### config.mk
export PLATFORM = sky130hd
export DESIGN_NAME = datestamp_to_calendar_top
export DESIGN_NICKNAME = d
export VERILOG_FILES = /design/src/sv/dtc_pkg.sv /design/src/sv/datestamp_to_calendar_top.sv
export SDC_FILE = /design/constraint.sdc
export NUM_CORES = 2
export LEC_CHECK = 0
export ABC_AREA = 1
export BUFFER_PORTS_ARGS = -buffer_cell sky130_fd_sc_hd__buf_2
export CELL_PAD_IN_SITES_DETAIL_PLACEMENT = 1
export CELL_PAD_IN_SITES_GLOBAL_PLACEMENT = 1
export CORE_UTILIZATION = 30
export CTS_CLUSTER_DIAMETER = 150
export CTS_CLUSTER_SIZE = 40
export DETAILED_ROUTE_END_ITERATION = 12
export GPL_ROUTABILITY_DRIVEN = 0
export PLACE_DENSITY = 0.6
export SKIP_LAST_GASP = 1
export SYNTH_ARGS = -nofsm -noshare
export SYNTH_HDL_FRONTEND = slang
export SYNTH_SLANG_ARGS = --single-unit
### constraint.sdc
create_clock -name clk -period 9.44 [get_ports clk]
set_input_delay 2.832 -clock clk [delete_from_list [all_inputs] [get_ports clk]]
set_output_delay 2.832 -clock clk [all_outputs]
set_load 0.02 [all_outputs]
### src/sv/dtc_pkg.sv
// ---------------------------------------------------------------------------
// dtc_pkg
// Widths, calendar constants and reciprocal divider constants.
// ---------------------------------------------------------------------------
package dtc_pkg;

	localparam int DAY_COUNT_BITS = 16;

	localparam int MIN_W    = 11;
	localparam int TICK_W   = 12;
	localparam int YEAR_W   = 12;
	localparam int MONTH_W  = 4;
	localparam int DOM_W    = 5;
	localparam int DOY_W    = 9;
	localparam int WDAY_W   = 3;
	localparam int HOUR_W   = 5;
	localparam int MINUTE_W = 6;
	localparam int SECOND_W = 6;
	localparam int MP_W     = 4;
	localparam int DOE_W    = 18;
	localparam int YOE_W    = 9;

	localparam int MINUTES_PER_DAY  = 1440;
	localparam int TICKS_PER_MINUTE = 3000;
	localparam int MINUTES_PER_HOUR = 60;
	localparam int TICKS_PER_SECOND = 50;
	localparam int DAYS_PER_WEEK    = 7;
	localparam int MONTHS           = 12;

	// days from 1 March of year 0 to 1 January 1978
	localparam int EPOCH_OFS  = 722390;
	localparam int ERA_DAYS   = 146097;
	localparam int CENT_DAYS  = 36524;
	localparam int QUAD_DAYS  = 1460;
	localparam int YEAR_DAYS  = 365;
	localparam int ERA_YEARS  = 400;
	localparam int CENT_YEARS = 100;
	// March-based index of January
	localparam int MP_JAN     = 10;

	localparam int ZW    = $clog2((64'd1 << DAY_COUNT_BITS) + EPOCH_OFS);
	localparam int ERA_W = $clog2(((64'd1 << ZW) - 1) / ERA_DAYS + 1);
	localparam int YR_W  = $clog2((64'd1 << ERA_W) * ERA_YEARS + 1);

	// floor(x / D) == (x * R) >> K for every x below 2**N when 2**K >= D * 2**N
	localparam int     WD_K  = $clog2((64'd1 << DAY_COUNT_BITS) * DAYS_PER_WEEK);
	localparam longint WD_R  = ((64'd1 << WD_K) + DAYS_PER_WEEK - 1) / DAYS_PER_WEEK;
	localparam int     WD_RW = $clog2(WD_R + 1);
	localparam int     WD_PW = DAY_COUNT_BITS + WD_RW;

	localparam int     HR_K  = $clog2((64'd1 << MIN_W) * MINUTES_PER_HOUR);
	localparam longint HR_R  = ((64'd1 << HR_K) + MINUTES_PER_HOUR - 1) / MINUTES_PER_HOUR;
	localparam int     HR_RW = $clog2(HR_R + 1);
	localparam int     HR_PW = MIN_W + HR_RW;

	localparam int     SC_K  = $clog2((64'd1 << TICK_W) * TICKS_PER_SECOND);
	localparam longint SC_R  = ((64'd1 << SC_K) + TICKS_PER_SECOND - 1) / TICKS_PER_SECOND;
	localparam int     SC_RW = $clog2(SC_R + 1);
	localparam int     SC_PW = TICK_W + SC_RW;

	localparam int     ERA_K  = $clog2((64'd1 << ZW) * ERA_DAYS);
	localparam longint ERA_R  = ((64'd1 << ERA_K) + ERA_DAYS - 1) / ERA_DAYS;
	localparam int     ERA_RW = $clog2(ERA_R + 1);
	localparam int     ERA_PW = ZW + ERA_RW;

	localparam int     QD_K  = $clog2((64'd1 << DOE_W) * QUAD_DAYS);
	localparam longint QD_R  = ((64'd1 << QD_K) + QUAD_DAYS - 1) / QUAD_DAYS;
	localparam int     QD_RW = $clog2(QD_R + 1);
	localparam int     QD_PW = DOE_W + QD_RW;

	localparam int     YD_K  = $clog2((64'd1 << DOE_W) * YEAR_DAYS);
	localparam longint YD_R  = ((64'd1 << YD_K) + YEAR_DAYS - 1) / YEAR_DAYS;
	localparam int     YD_RW = $clog2(YD_R + 1);
	localparam int     YD_PW = DOE_W + YD_RW;

	typedef struct packed {
		logic [WDAY_W-1:0]   weekday;
		logic [HOUR_W-1:0]   hour;
		logic [MINUTE_W-1:0] minute;
		logic [SECOND_W-1:0] second;
		logic                bad;
	} side_t;

	// first day of each March-based month
	function automatic logic [DOY_W-1:0] month_start(input logic [MP_W-1:0] mp);
		logic [DOY_W-1:0] d;
		unique case (mp)
			4'd0:    d = 9'd0;
			4'd1:    d = 9'd31;
			4'd2:    d = 9'd61;
			4'd3:    d = 9'd92;
			4'd4:    d = 9'd122;
			4'd5:    d = 9'd153;
			4'd6:    d = 9'd184;
			4'd7:    d = 9'd214;
			4'd8:    d = 9'd245;
			4'd9:    d = 9'd275;
			4'd10:   d = 9'd306;
			4'd11:   d = 9'd337;
			default: d = 9'd0;
		endcase
		return d;
	endfunction

endpackage

### src/sv/datestamp_to_calendar_top.sv
// ---------------------------------------------------------------------------
// datestamp_to_calendar_top
// Date stamp (days since 1 Jan 1978, minute, tick) to calendar date and time.
// ---------------------------------------------------------------------------
//  channel | handshake           | beat
//  input   | in_valid / in_stall | day_count, minute_of_day, tick_of_minute
//  output  | out_valid/out_stall | year, month, day_of_month, day_of_year,
//          |                     | weekday, hour, minute, second, bad_input
//
//  Nine register stages; one beat per cycle sustained while out_stall stays low.
//  The era divide, the 1460-day and 365-day reciprocal multiplies each own a stage.
//  Each stage holds only while it is full and the stage after it holds.
//  Reset clears the stage valid bits only.
// ---------------------------------------------------------------------------
module datestamp_to_calendar_top (
	input  logic                                  clk,
	input  logic                                  arst_n,
	input  logic                                  in_valid,
	output logic                                  in_stall,
	input  logic [dtc_pkg::DAY_COUNT_BITS-1:0]    day_count,
	input  logic [dtc_pkg::MIN_W-1:0]             minute_of_day,
	input  logic [dtc_pkg::TICK_W-1:0]            tick_of_minute,
	output logic                                  out_valid,
	input  logic                                  out_stall,
	output logic [dtc_pkg::YEAR_W-1:0]            year,
	output logic [dtc_pkg::MONTH_W-1:0]           month,
	output logic [dtc_pkg::DOM_W-1:0]             day_of_month,
	output logic [dtc_pkg::DOY_W-1:0]             day_of_year,
	output logic [dtc_pkg::WDAY_W-1:0]            weekday,
	output logic [dtc_pkg::HOUR_W-1:0]            hour,
	output logic [dtc_pkg::MINUTE_W-1:0]          minute,
	output logic [dtc_pkg::SECOND_W-1:0]          second,
	output logic                                  bad_input
);

	logic v_s1, v_s2, v_s3, v_s4, v_s5, v_s6, v_s7, v_s8, v_s9;
	logic en_s1, en_s2, en_s3, en_s4, en_s5, en_s6, en_s7, en_s8, en_s9;

	logic [dtc_pkg::DAY_COUNT_BITS-1:0] days_s1;
	logic [dtc_pkg::ZW-1:0]             z_s1, z_s2;
	logic [dtc_pkg::WD_PW-1:0]          wd_p_s1;
	logic [dtc_pkg::HR_PW-1:0]          hr_p_s1;
	logic [dtc_pkg::SC_PW-1:0]          sc_p_s1;
	logic [dtc_pkg::MIN_W-1:0]          mins_s1;
	logic                               bad_min_s1, bad_tick_s1;

	logic [dtc_pkg::ERA_PW-1:0] era_p_s2;
	dtc_pkg::side_t side_s2, side_s3, side_s4, side_s5, side_s6, side_s7, side_s8, side_s9;

	logic [dtc_pkg::ERA_W-1:0] era_s3, era_s4, era_s5, era_s6, era_s7, era_s8;
	logic [dtc_pkg::DOE_W-1:0] doe_s3, doe_s4, doe_s5, doe_s6;
	logic [dtc_pkg::QD_PW-1:0] qd_p_s4;
	logic [2:0]                cent_s4;
	logic                      last_s4;
	logic [dtc_pkg::DOE_W-1:0] t_s5;
	logic [dtc_pkg::YD_PW-1:0] yr_p_s6;
	logic [dtc_pkg::YOE_W-1:0] yoe_s7, yoe_s8;
	logic [dtc_pkg::DOY_W-1:0] doy_s7, doy_s8;
	logic [dtc_pkg::MP_W-1:0]  mp_s8;
	logic                      leap_s8;

	logic [dtc_pkg::YEAR_W-1:0]  year_s9;
	logic [dtc_pkg::MONTH_W-1:0] month_s9;
	logic [dtc_pkg::DOM_W-1:0]   dom_s9;
	logic [dtc_pkg::DOY_W-1:0]   doy_s9;

	// stage handshakes
	assign en_s9    = !v_s9 || !out_stall;
	assign en_s8    = !v_s8 || en_s9;
	assign en_s7    = !v_s7 || en_s8;
	assign en_s6    = !v_s6 || en_s7;
	assign en_s5    = !v_s5 || en_s6;
	assign en_s4    = !v_s4 || en_s5;
	assign en_s3    = !v_s3 || en_s4;
	assign en_s2    = !v_s2 || en_s3;
	assign en_s1    = !v_s1 || en_s2;
	assign in_stall = !en_s1;

	always_ff @(posedge clk or negedge arst_n) begin
		if (!arst_n) begin
			v_s1 <= 1'b0;
			v_s2 <= 1'b0;
			v_s3 <= 1'b0;
			v_s4 <= 1'b0;
			v_s5 <= 1'b0;
			v_s6 <= 1'b0;
			v_s7 <= 1'b0;
			v_s8 <= 1'b0;
			v_s9 <= 1'b0;
		end else begin
			if (en_s1) v_s1 <= in_valid;
			if (en_s2) v_s2 <= v_s1;
			if (en_s3) v_s3 <= v_s2;
			if (en_s4) v_s4 <= v_s3;
			if (en_s5) v_s5 <= v_s4;
			if (en_s6) v_s6 <= v_s5;
			if (en_s7) v_s7 <= v_s6;
			if (en_s8) v_s8 <= v_s7;
			if (en_s9) v_s9 <= v_s8;
		end
	end

	// stage 2 combinational
	logic [dtc_pkg::DAY_COUNT_BITS-1:0] wd_q, wd_rem;
	logic [dtc_pkg::MIN_W-1:0]          hour_full, minute_full;
	logic [dtc_pkg::TICK_W-1:0]         second_full;
	dtc_pkg::side_t                     side_d;

	always_comb begin
		wd_q        = dtc_pkg::DAY_COUNT_BITS'(wd_p_s1 >> dtc_pkg::WD_K);
		wd_rem      = days_s1 - wd_q * dtc_pkg::DAY_COUNT_BITS'(dtc_pkg::DAYS_PER_WEEK);
		hour_full   = dtc_pkg::MIN_W'(hr_p_s1 >> dtc_pkg::HR_K);
		minute_full = mins_s1 - hour_full * dtc_pkg::MIN_W'(dtc_pkg::MINUTES_PER_HOUR);
		second_full = dtc_pkg::TICK_W'(sc_p_s1 >> dtc_pkg::SC_K);
		side_d.weekday = wd_rem[dtc_pkg::WDAY_W-1:0];
		side_d.hour    = bad_min_s1 ? '0 : hour_full[dtc_pkg::HOUR_W-1:0];
		side_d.minute  = bad_min_s1 ? '0 : minute_full[dtc_pkg::MINUTE_W-1:0];
		side_d.second  = bad_tick_s1 ? '0 : second_full[dtc_pkg::SECOND_W-1:0];
		side_d.bad     = bad_min_s1 || bad_tick_s1;
	end

	// stage 3 combinational
	logic [dtc_pkg::ERA_W-1:0] era_d;
	logic [dtc_pkg::DOE_W-1:0] doe_d;

	always_comb begin
		era_d = dtc_pkg::ERA_W'(era_p_s2 >> dtc_pkg::ERA_K);
		doe_d = dtc_pkg::DOE_W'(z_s2 - dtc_pkg::ZW'(era_d) * dtc_pkg::ZW'(dtc_pkg::ERA_DAYS));
	end

	// stage 7 combinational
	logic [dtc_pkg::YOE_W-1:0] yoe_d;
	logic [1:0]                ycent_d;
	logic [dtc_pkg::DOE_W-1:0] ystart_d;

	always_comb begin
		yoe_d    = dtc_pkg::YOE_W'(yr_p_s6 >> dtc_pkg::YD_K);
		ycent_d  = 2'(yoe_d >= dtc_pkg::YOE_W'(dtc_pkg::CENT_YEARS))
			+ 2'(yoe_d >= dtc_pkg::YOE_W'(2 * dtc_pkg::CENT_YEARS))
			+ 2'(yoe_d >= dtc_pkg::YOE_W'(3 * dtc_pkg::CENT_YEARS));
		ystart_d = dtc_pkg::DOE_W'(yoe_d) * dtc_pkg::DOE_W'(dtc_pkg::YEAR_DAYS)
			+ dtc_pkg::DOE_W'(yoe_d[dtc_pkg::YOE_W-1:2]) - dtc_pkg::DOE_W'(ycent_d);
	end

	// stage 8 combinational
	logic [dtc_pkg::MP_W-1:0] mp_d;
	logic                     leap_d;

	always_comb begin
		mp_d = '0;
		for (int i = 1; i < dtc_pkg::MONTHS; i++) begin
			mp_d = mp_d + dtc_pkg::MP_W'(doy_s7 >= dtc_pkg::month_start(dtc_pkg::MP_W'(i)));
		end
		leap_d = (yoe_s7[1:0] == 2'd0)
			&& !(yoe_s7 == dtc_pkg::YOE_W'(dtc_pkg::CENT_YEARS)
			|| yoe_s7 == dtc_pkg::YOE_W'(2 * dtc_pkg::CENT_YEARS)
			|| yoe_s7 == dtc_pkg::YOE_W'(3 * dtc_pkg::CENT_YEARS));
	end

	// stage 9 combinational
	logic                       jan_feb;
	logic [dtc_pkg::DOY_W-1:0]  jan_start;
	logic [dtc_pkg::DOY_W-1:0]  dom_full;
	logic [dtc_pkg::YR_W-1:0]   year_full;

	always_comb begin
		jan_feb   = mp_s8 >= dtc_pkg::MP_W'(dtc_pkg::MP_JAN);
		jan_start = dtc_pkg::month_start(dtc_pkg::MP_W'(dtc_pkg::MP_JAN));
		dom_full  = doy_s8 - dtc_pkg::month_start(mp_s8) + dtc_pkg::DOY_W'(1);
		year_full = dtc_pkg::YR_W'(era_s8) * dtc_pkg::YR_W'(dtc_pkg::ERA_YEARS)
			+ dtc_pkg::YR_W'(yoe_s8) + dtc_pkg::YR_W'(jan_feb);
	end

	always_ff @(posedge clk) begin
		if (en_s1) begin
			days_s1     <= day_count;
			z_s1        <= dtc_pkg::ZW'(day_count) + dtc_pkg::ZW'(dtc_pkg::EPOCH_OFS);
			wd_p_s1     <= dtc_pkg::WD_PW'(day_count) * dtc_pkg::WD_PW'(dtc_pkg::WD_R);
			hr_p_s1     <= dtc_pkg::HR_PW'(minute_of_day) * dtc_pkg::HR_PW'(dtc_pkg::HR_R);
			sc_p_s1     <= dtc_pkg::SC_PW'(tick_of_minute) * dtc_pkg::SC_PW'(dtc_pkg::SC_R);
			mins_s1     <= minute_of_day;
			bad_min_s1  <= minute_of_day >= dtc_pkg::MIN_W'(dtc_pkg::MINUTES_PER_DAY);
			bad_tick_s1 <= tick_of_minute >= dtc_pkg::TICK_W'(dtc_pkg::TICKS_PER_MINUTE);
		end
		if (en_s2) begin
			era_p_s2 <= dtc_pkg::ERA_PW'(z_s1) * dtc_pkg::ERA_PW'(dtc_pkg::ERA_R);
			z_s2     <= z_s1;
			side_s2  <= side_d;
		end
		if (en_s3) begin
			era_s3  <= era_d;
			doe_s3  <= doe_d;
			side_s3 <= side_s2;
		end
		if (en_s4) begin
			qd_p_s4 <= dtc_pkg::QD_PW'(doe_s3) * dtc_pkg::QD_PW'(dtc_pkg::QD_R);
			cent_s4 <= 3'(doe_s3 >= dtc_pkg::DOE_W'(dtc_pkg::CENT_DAYS))
				+ 3'(doe_s3 >= dtc_pkg::DOE_W'(2 * dtc_pkg::CENT_DAYS))
				+ 3'(doe_s3 >= dtc_pkg::DOE_W'(3 * dtc_pkg::CENT_DAYS))
				+ 3'(doe_s3 >= dtc_pkg::DOE_W'(4 * dtc_pkg::CENT_DAYS));
			last_s4 <= doe_s3 == dtc_pkg::DOE_W'(dtc_pkg::ERA_DAYS - 1);
			doe_s4  <= doe_s3;
			era_s4  <= era_s3;
			side_s4 <= side_s3;
		end
		if (en_s5) begin
			t_s5    <= doe_s4 - dtc_pkg::DOE_W'(qd_p_s4 >> dtc_pkg::QD_K)
				+ dtc_pkg::DOE_W'(cent_s4) - dtc_pkg::DOE_W'(last_s4);
			doe_s5  <= doe_s4;
			era_s5  <= era_s4;
			side_s5 <= side_s4;
		end
		if (en_s6) begin
			yr_p_s6 <= dtc_pkg::YD_PW'(t_s5) * dtc_pkg::YD_PW'(dtc_pkg::YD_R);
			doe_s6  <= doe_s5;
			era_s6  <= era_s5;
			side_s6 <= side_s5;
		end
		if (en_s7) begin
			yoe_s7  <= yoe_d;
			doy_s7  <= dtc_pkg::DOY_W'(doe_s6 - ystart_d);
			era_s7  <= era_s6;
			side_s7 <= side_s6;
		end
		if (en_s8) begin
			mp_s8   <= mp_d;
			leap_s8 <= leap_d;
			yoe_s8  <= yoe_s7;
			doy_s8  <= doy_s7;
			era_s8  <= era_s7;
			side_s8 <= side_s7;
		end
		if (en_s9) begin
			year_s9  <= year_full[dtc_pkg::YEAR_W-1:0];
			month_s9 <= jan_feb ? mp_s8 - dtc_pkg::MP_W'(dtc_pkg::MP_JAN)
				: mp_s8 + dtc_pkg::MP_W'(dtc_pkg::MONTHS - dtc_pkg::MP_JAN);
			dom_s9   <= dom_full[dtc_pkg::DOM_W-1:0];
			doy_s9   <= jan_feb ? doy_s8 - jan_start
				: doy_s8 + (dtc_pkg::DOY_W'(dtc_pkg::YEAR_DAYS) - jan_start)
				+ dtc_pkg::DOY_W'(leap_s8);
			side_s9  <= side_s8;
		end
	end

	assign out_valid    = v_s9;
	assign year         = year_s9;
	assign month        = month_s9;
	assign day_of_month = dom_s9;
	assign day_of_year  = doy_s9;
	assign weekday      = side_s9.weekday;
	assign hour         = side_s9.hour;
	assign minute       = side_s9.minute;
	assign second       = side_s9.second;
	assign bad_input    = side_s9.bad;

endmodule

Word level (Yosys, flattened, before mapping)
Memory sizes are Yosys's and may differ from the RTL's. A register that Yosys moved wholly into a read port is not among the register bits.
Index checks and enable logic that the tools add are counted.
{ "classes": {"order_cmp": 21, "muxes": 3, "multipliers": 11, "add_sub_neg": 34, "n_reduce_logical": 26, "eq_ne": 4} }
{ "ops": {"columns": ["op", "n"], "rows": [
  ["$ge 9x8->1 const B", 5],
  ["$mul 20x19->39 const B", 1],
  ["$ge 18x17->1 const B", 2],
  ["$ge 9x9->1 const B", 4],
  ["$mul 18x16->34 const B", 1],
  ["$mul 16x17->33 const B", 1],
  ["$mul 18x16->33 const B", 1],
  ["$add 4x1->4", 7],
  ["$ge 9x7->1 const B", 3],
  ["$mul 12x13->24 const B", 1],
  ["$mul 11x12->23 const B", 1],
  ["$add 16x20->20 const B", 1],
  ["$add 18x3->18", 1],
  ["$eq 18x18->1 const B", 1],
  ["$ge 18x16->1 const B", 1],
  ["$ge 18x18->1 const B", 1],
  ["$mul 3x18->18 const B", 1],
  ["$sub 18x1->18", 1],
  ["$sub 18x18->18", 1],
  ["$sub 18x8->18", 1],
  ["$mul 14x3->3 const B", 1],
  ["$add 12x1->12", 1],
  ["$add 12x9->12", 1],
  ["$ge 12x12->1 const B", 1],
  ["33 further kinds", 59]
]} }
{ "word_totals": {"register_bits": 577, "word_cells": 184, "romBits": 144, "inputBits": 43, "memories": 1, "output_inout_bits": 53} }
{ "mem_list": {"columns": ["name", "words", "width", "rd", "rd_clocked_by_memory_dff", "wr", "line", "rtl"], "rows": [
  ["(name not given)", 16, 9, 1, 1, 0, "dtc_pkg.sv:87", "unique case (mp)"]
]} }

Longest topological paths before layout
{ "logic_depth": {"word_depth": 12, "mapped_depth": 23, "mapped_depth_nobuf": 23} }

Worst setup path before layout
No wires, ideal clock.
{ "synth_path": {"kind": "input-to-output", "start": "in out_stall", "end": "out in_stall", "required_time_ps": 6608, "arrival_ps": 5915, "n_path_buf": 0, "path_slack_ps": 693, "stages": 10, "cell_sequence": "nand2_2 > nor2_4 > nand2_4 > nor2_4 > nand2_4 > nor2_4 > nand2_4 > nor2_4 > nand2_2 > inv_2"} }
{ "synth_via": {"elab_chain_len": 11} }
{ "synth_lines": {"columns": ["element", "line", "rtl"], "rows": [
  ["from (decl)", "datestamp_to_calendar_top.sv:24", "input logic out_stall,"],
  ["$logic_not 1->1", "datestamp_to_calendar_top.sv:68", "assign en_s9 = !v_s9 || !out_stall;"],
  ["$logic_or 1x1->1", "datestamp_to_calendar_top.sv:68", null],
  ["$logic_or 1x1->1", "datestamp_to_calendar_top.sv:69", "assign en_s8 = !v_s8 || en_s9;"],
  ["$logic_or 1x1->1", "datestamp_to_calendar_top.sv:70", "assign en_s7 = !v_s7 || en_s8;"],
  ["net en_s7", "datestamp_to_calendar_top.sv:37", "logic en_s1, en_s2, en_s3, en_s4, en_s5, en_s6, en_s7, en_s8, en_s9;"],
  ["$logic_or 1x1->1", "datestamp_to_calendar_top.sv:71", "assign en_s6 = !v_s6 || en_s7;"],
  ["$logic_or 1x1->1", "datestamp_to_calendar_top.sv:72", "assign en_s5 = !v_s5 || en_s6;"],
  ["net en_s5", "datestamp_to_calendar_top.sv:37", null],
  ["$logic_or 1x1->1", "datestamp_to_calendar_top.sv:73", "assign en_s4 = !v_s4 || en_s5;"],
  ["$logic_or 1x1->1", "datestamp_to_calendar_top.sv:74", "assign en_s3 = !v_s3 || en_s4;"],
  ["net en_s3", "datestamp_to_calendar_top.sv:37", null],
  ["$logic_or 1x1->1", "datestamp_to_calendar_top.sv:75", "assign en_s2 = !v_s2 || en_s3;"],
  ["$logic_or 1x1->1", "datestamp_to_calendar_top.sv:76", "assign en_s1 = !v_s1 || en_s2;"],
  ["$logic_not 1->1", "datestamp_to_calendar_top.sv:77", "assign in_stall = !en_s1;"],
  ["to (decl)", "datestamp_to_calendar_top.sv:19", "output logic in_stall,"]
]} }
The timed path passes the listed nets, and every way through them passes these cells.

Worst setup path after layout
{ "layout_path": {"start": "in out_stall", "end": "out in_stall"} }
{ "layout_via": {"elab_chain_len": 11} }
{ "layout_lines": {"columns": ["element", "line"], "rows": [
  ["$logic_not 1->1", "datestamp_to_calendar_top.sv:68"],
  ["$logic_or 1x1->1", "datestamp_to_calendar_top.sv:68"],
  ["net en_s9", "datestamp_to_calendar_top.sv:37"],
  ["$logic_or 1x1->1", "datestamp_to_calendar_top.sv:69"],
  ["$logic_or 1x1->1", "datestamp_to_calendar_top.sv:70"],
  ["net en_s7", "datestamp_to_calendar_top.sv:37"],
  ["$logic_or 1x1->1", "datestamp_to_calendar_top.sv:71"],
  ["$logic_or 1x1->1", "datestamp_to_calendar_top.sv:72"],
  ["net en_s5", "datestamp_to_calendar_top.sv:37"],
  ["$logic_or 1x1->1", "datestamp_to_calendar_top.sv:73"],
  ["$logic_or 1x1->1", "datestamp_to_calendar_top.sv:74"],
  ["net en_s3", "datestamp_to_calendar_top.sv:37"],
  ["$logic_or 1x1->1", "datestamp_to_calendar_top.sv:75"],
  ["$logic_or 1x1->1", "datestamp_to_calendar_top.sv:76"],
  ["$logic_not 1->1", "datestamp_to_calendar_top.sv:77"]
]} }
The timed path passes the listed nets, and every way through them passes these cells.

==> results.md <==
- Status: complete, no violations
- Setup ws final: 1.26 ns
- Drt drc: 0
- DR vias/cell: 4.46
- Critical path required time: 6.61 ns
- RSZ-0062 raised after global routing: false
- Mean post-synth cell area: 10.1 um2
- Final setup fails: 0
- HPWL after DPL: 89500 um
- Share of layout cells above drive strength 1: 0.0348
- Most common cell in the netlist: inv_1
- Compound-Gate Fraction of Synth Area: 0.0463
- Simple-gate share of the synthesized area: 0.0959
- Port bufs: 95
- Multiplexer share of the synthesized area: 0
- Antenna violations before repair: 1
- Core outline area: 0.148 mm2
- Setup Buffers After CTS: 0
- Setup crit end kind: output port
- Avg WL per Cell: 16.1 um
- Total Wirelength: 104000 um
- Worst-path fanout max: 44
- Ports: 96
- Post-synthesis xor/xnor area fraction: 0.0235
- Nature of the critical path startpoint: input pin
- Final period util: 0.867
- FF-to-FF setup slack: 3.58 ns
- Area after DPL: 0.0476 mm2
- Drt first-iter violations: 1071
- Die area: 0.150 mm2
- Max_slew headroom: 0.302
- Least-Margin Pin Slew: 1.05 ns
- Cts repair resizes: 0
- Setup TNS: 0 ns
- Vias in the first global route: 31800
- Final nets: 5902
- Total grt overflow: 0
- GRT Util Overall: 0.140
- Critical Path AT: 5.35 ns
- Achievable Freq: 122 MHz
- Post-route ant nets: 0
- P&R area growth vs syn: 7.88%
- CTS buffer count: 16
- Clock Root Buffer: clkbuf_16
- Drt pass-1 iters: 5
- Clock Sinks: 428
- Worst-Skew Late Latency: 0.58 ns
- Hold_buf cts: 0
- Clock Skew: 0.0366 ns
- H-tree Lvls: 1
- Post-Layout Inst Area: 0.0482 mm2
- Synth area leader: edfxtp_1
- Most used DFF post-synth: edfxtp_1
- Min-Delay Path Class: flip-flop to flip-flop
- Yosys warnings: 0
- Synth top area cells: edfxtp_1, ha_1, fa_1
- Global-route wire length before repair: 170000 um
- Die height: 388 um
- Fin. Hold Viols: 0
- Row cnt: 141
- Post-synthesis sequential area ratio: 0.286
- FFs w/ async S/R, synth: 0.0210
- Tmin final: 8.18 ns
- Largest net degree at the start of global routing: 55
- Vias: 28900
- Cells after Synth: 4410
- Max Cap Viol: 0
- Fin. max-slew vios: 0
- Worst Setup SP: out_stall
- Worst-case clock buffer depth: 3
- Synth top area share: 0.278
- Clock transition at path regs: 0.14 ns
- R2R depth: 19
- Worst Setup EP: in_stall
- Syn_nets: 5779
- Flop and latch count out of synthesis: 428
- Synth top cells by count: inv_1, ha_1, nand2_1
- Main combinational cell family by area after synthesis: adder cells
- CTS tree: built
- Starting density of the core: 0.302
- Setup WS pre-CTS: 1.18 ns
- Fraction of the mapped netlist area in adder cells: 0.452
- Crit path kind: input pin to output port
- Number of enable flip-flop cells after synthesis: 414
- Worst R2R End: qd_p_s4[32]
- Yosys cell types: 49
- Utilization after layout: 0.326
- Die Width: 388 um
- Cell Area, Synth: 0.0447 mm2
- Antenna diode count: 0
- R2r startpoint: doe_s3[8]
worst max-delay path, stage by stage:
cell     delay [ns]
buf_2          0.08
nand2_2        0.06
nor2_4         0.18
nand2_4        0.37
nor2_4         0.26
nand2_4        0.07
nor2_4         0.13
nand2_4        0.36
nor2_4         0.26
nand2_2        0.06
buf_4          0.32
inv_2          0.12
buf_2          0.17
sequential cells by signal (all words and copies together), names as in the netlist, 9 cells and up, named ones only:
register and flops:
z_s2 18, day_of_year 9, side_s6 21, yr_p_s6 9
year 12, t_s5 18, yoe_s7 9, side_s4 21
side_s8 21, doe_s3 18, doe_s6 9, side_s2 21
doy_s7 9, doy_s8 9, side_s5 21, z_s1 18
doe_s5 9, doe_s4 18, side_s3 21, yoe_s8 9
side_s7 21
worst min-delay path by stage:
stage | endpoint | startpoint | cells past startpoint | slack, ns
finish | side_s8[6] | side_s7[6] | 0 | 0.43
global route | side_s6[8] | side_s5[8] | 0 | 0.44
CTS | side_s8[6] | side_s7[6] | 0 | 0.43
detailed placement | side_s6[1] | side_s5[1] | 0 | 0.41
global placement | side_s6[8] | side_s5[8] | 0 | 0.40
floorplan | bad_input | side_s8[0] | 0 | 0.40
final cells by class:
cell class,count,area (um2)
fillers,16900,99600
clock buffers,22,444
flip-flops and latches,428,12800
well taps,1930,2410
repair buffers,107,566
inverters,1148,4310
multi-input cells,2832,27600
clock inverters,5,105
layout by cell type (no fill, tap or decap), types with 44 or more instances in the layout:
cell type | synthesis | final
fa_1 | 480 | 480
edfxtp_1 | 414 | 414
o21ai_0 | 109 | 109
nand3_1 | 118 | 118
inv_1 | 1146 | 1142
ha_1 | 846 | 846
nor2_1 | 190 | 190
xor2_1 | 76 | 76
buf_2 | 1 | 95
nand2_1 | 582 | 582
xnor2_1 | 44 | 44
a21oi_1 | 172 | 172
cell families after synthesis:
group	Yosys count
and+or+nand+nor	1016
DFF	428
buffers and inverters	1150
adders and majority gates	1326
AOI/OAI and AO/OA	370
xor gates and xnor gates	120
layer usage:
metal | routed length (um) | vias up | global-route usage
met2 | 52800 | 142 | 0.258
li1 | - | 14200 | -
met4 | 1030 | 0 | 0.0144
met3 | 1390 | 46 | 0.00953
met5 | 0 | - | 0
met1 | 48700 | 14500 | 0.185
through the flow:
step / cells / hold slack (ns)
global placement: 6445 / 0.400
CTS: 6472 / 0.433
detailed placement: 6445 / 0.406
floorplan: 4410 / 0.400
global route: 6472 / 0.441
finish: 6472 / 0.429
Power is left out: the tool's default activity adds up to more than one toggle a clock period on the data nets, which glitch-free logic cannot reach.
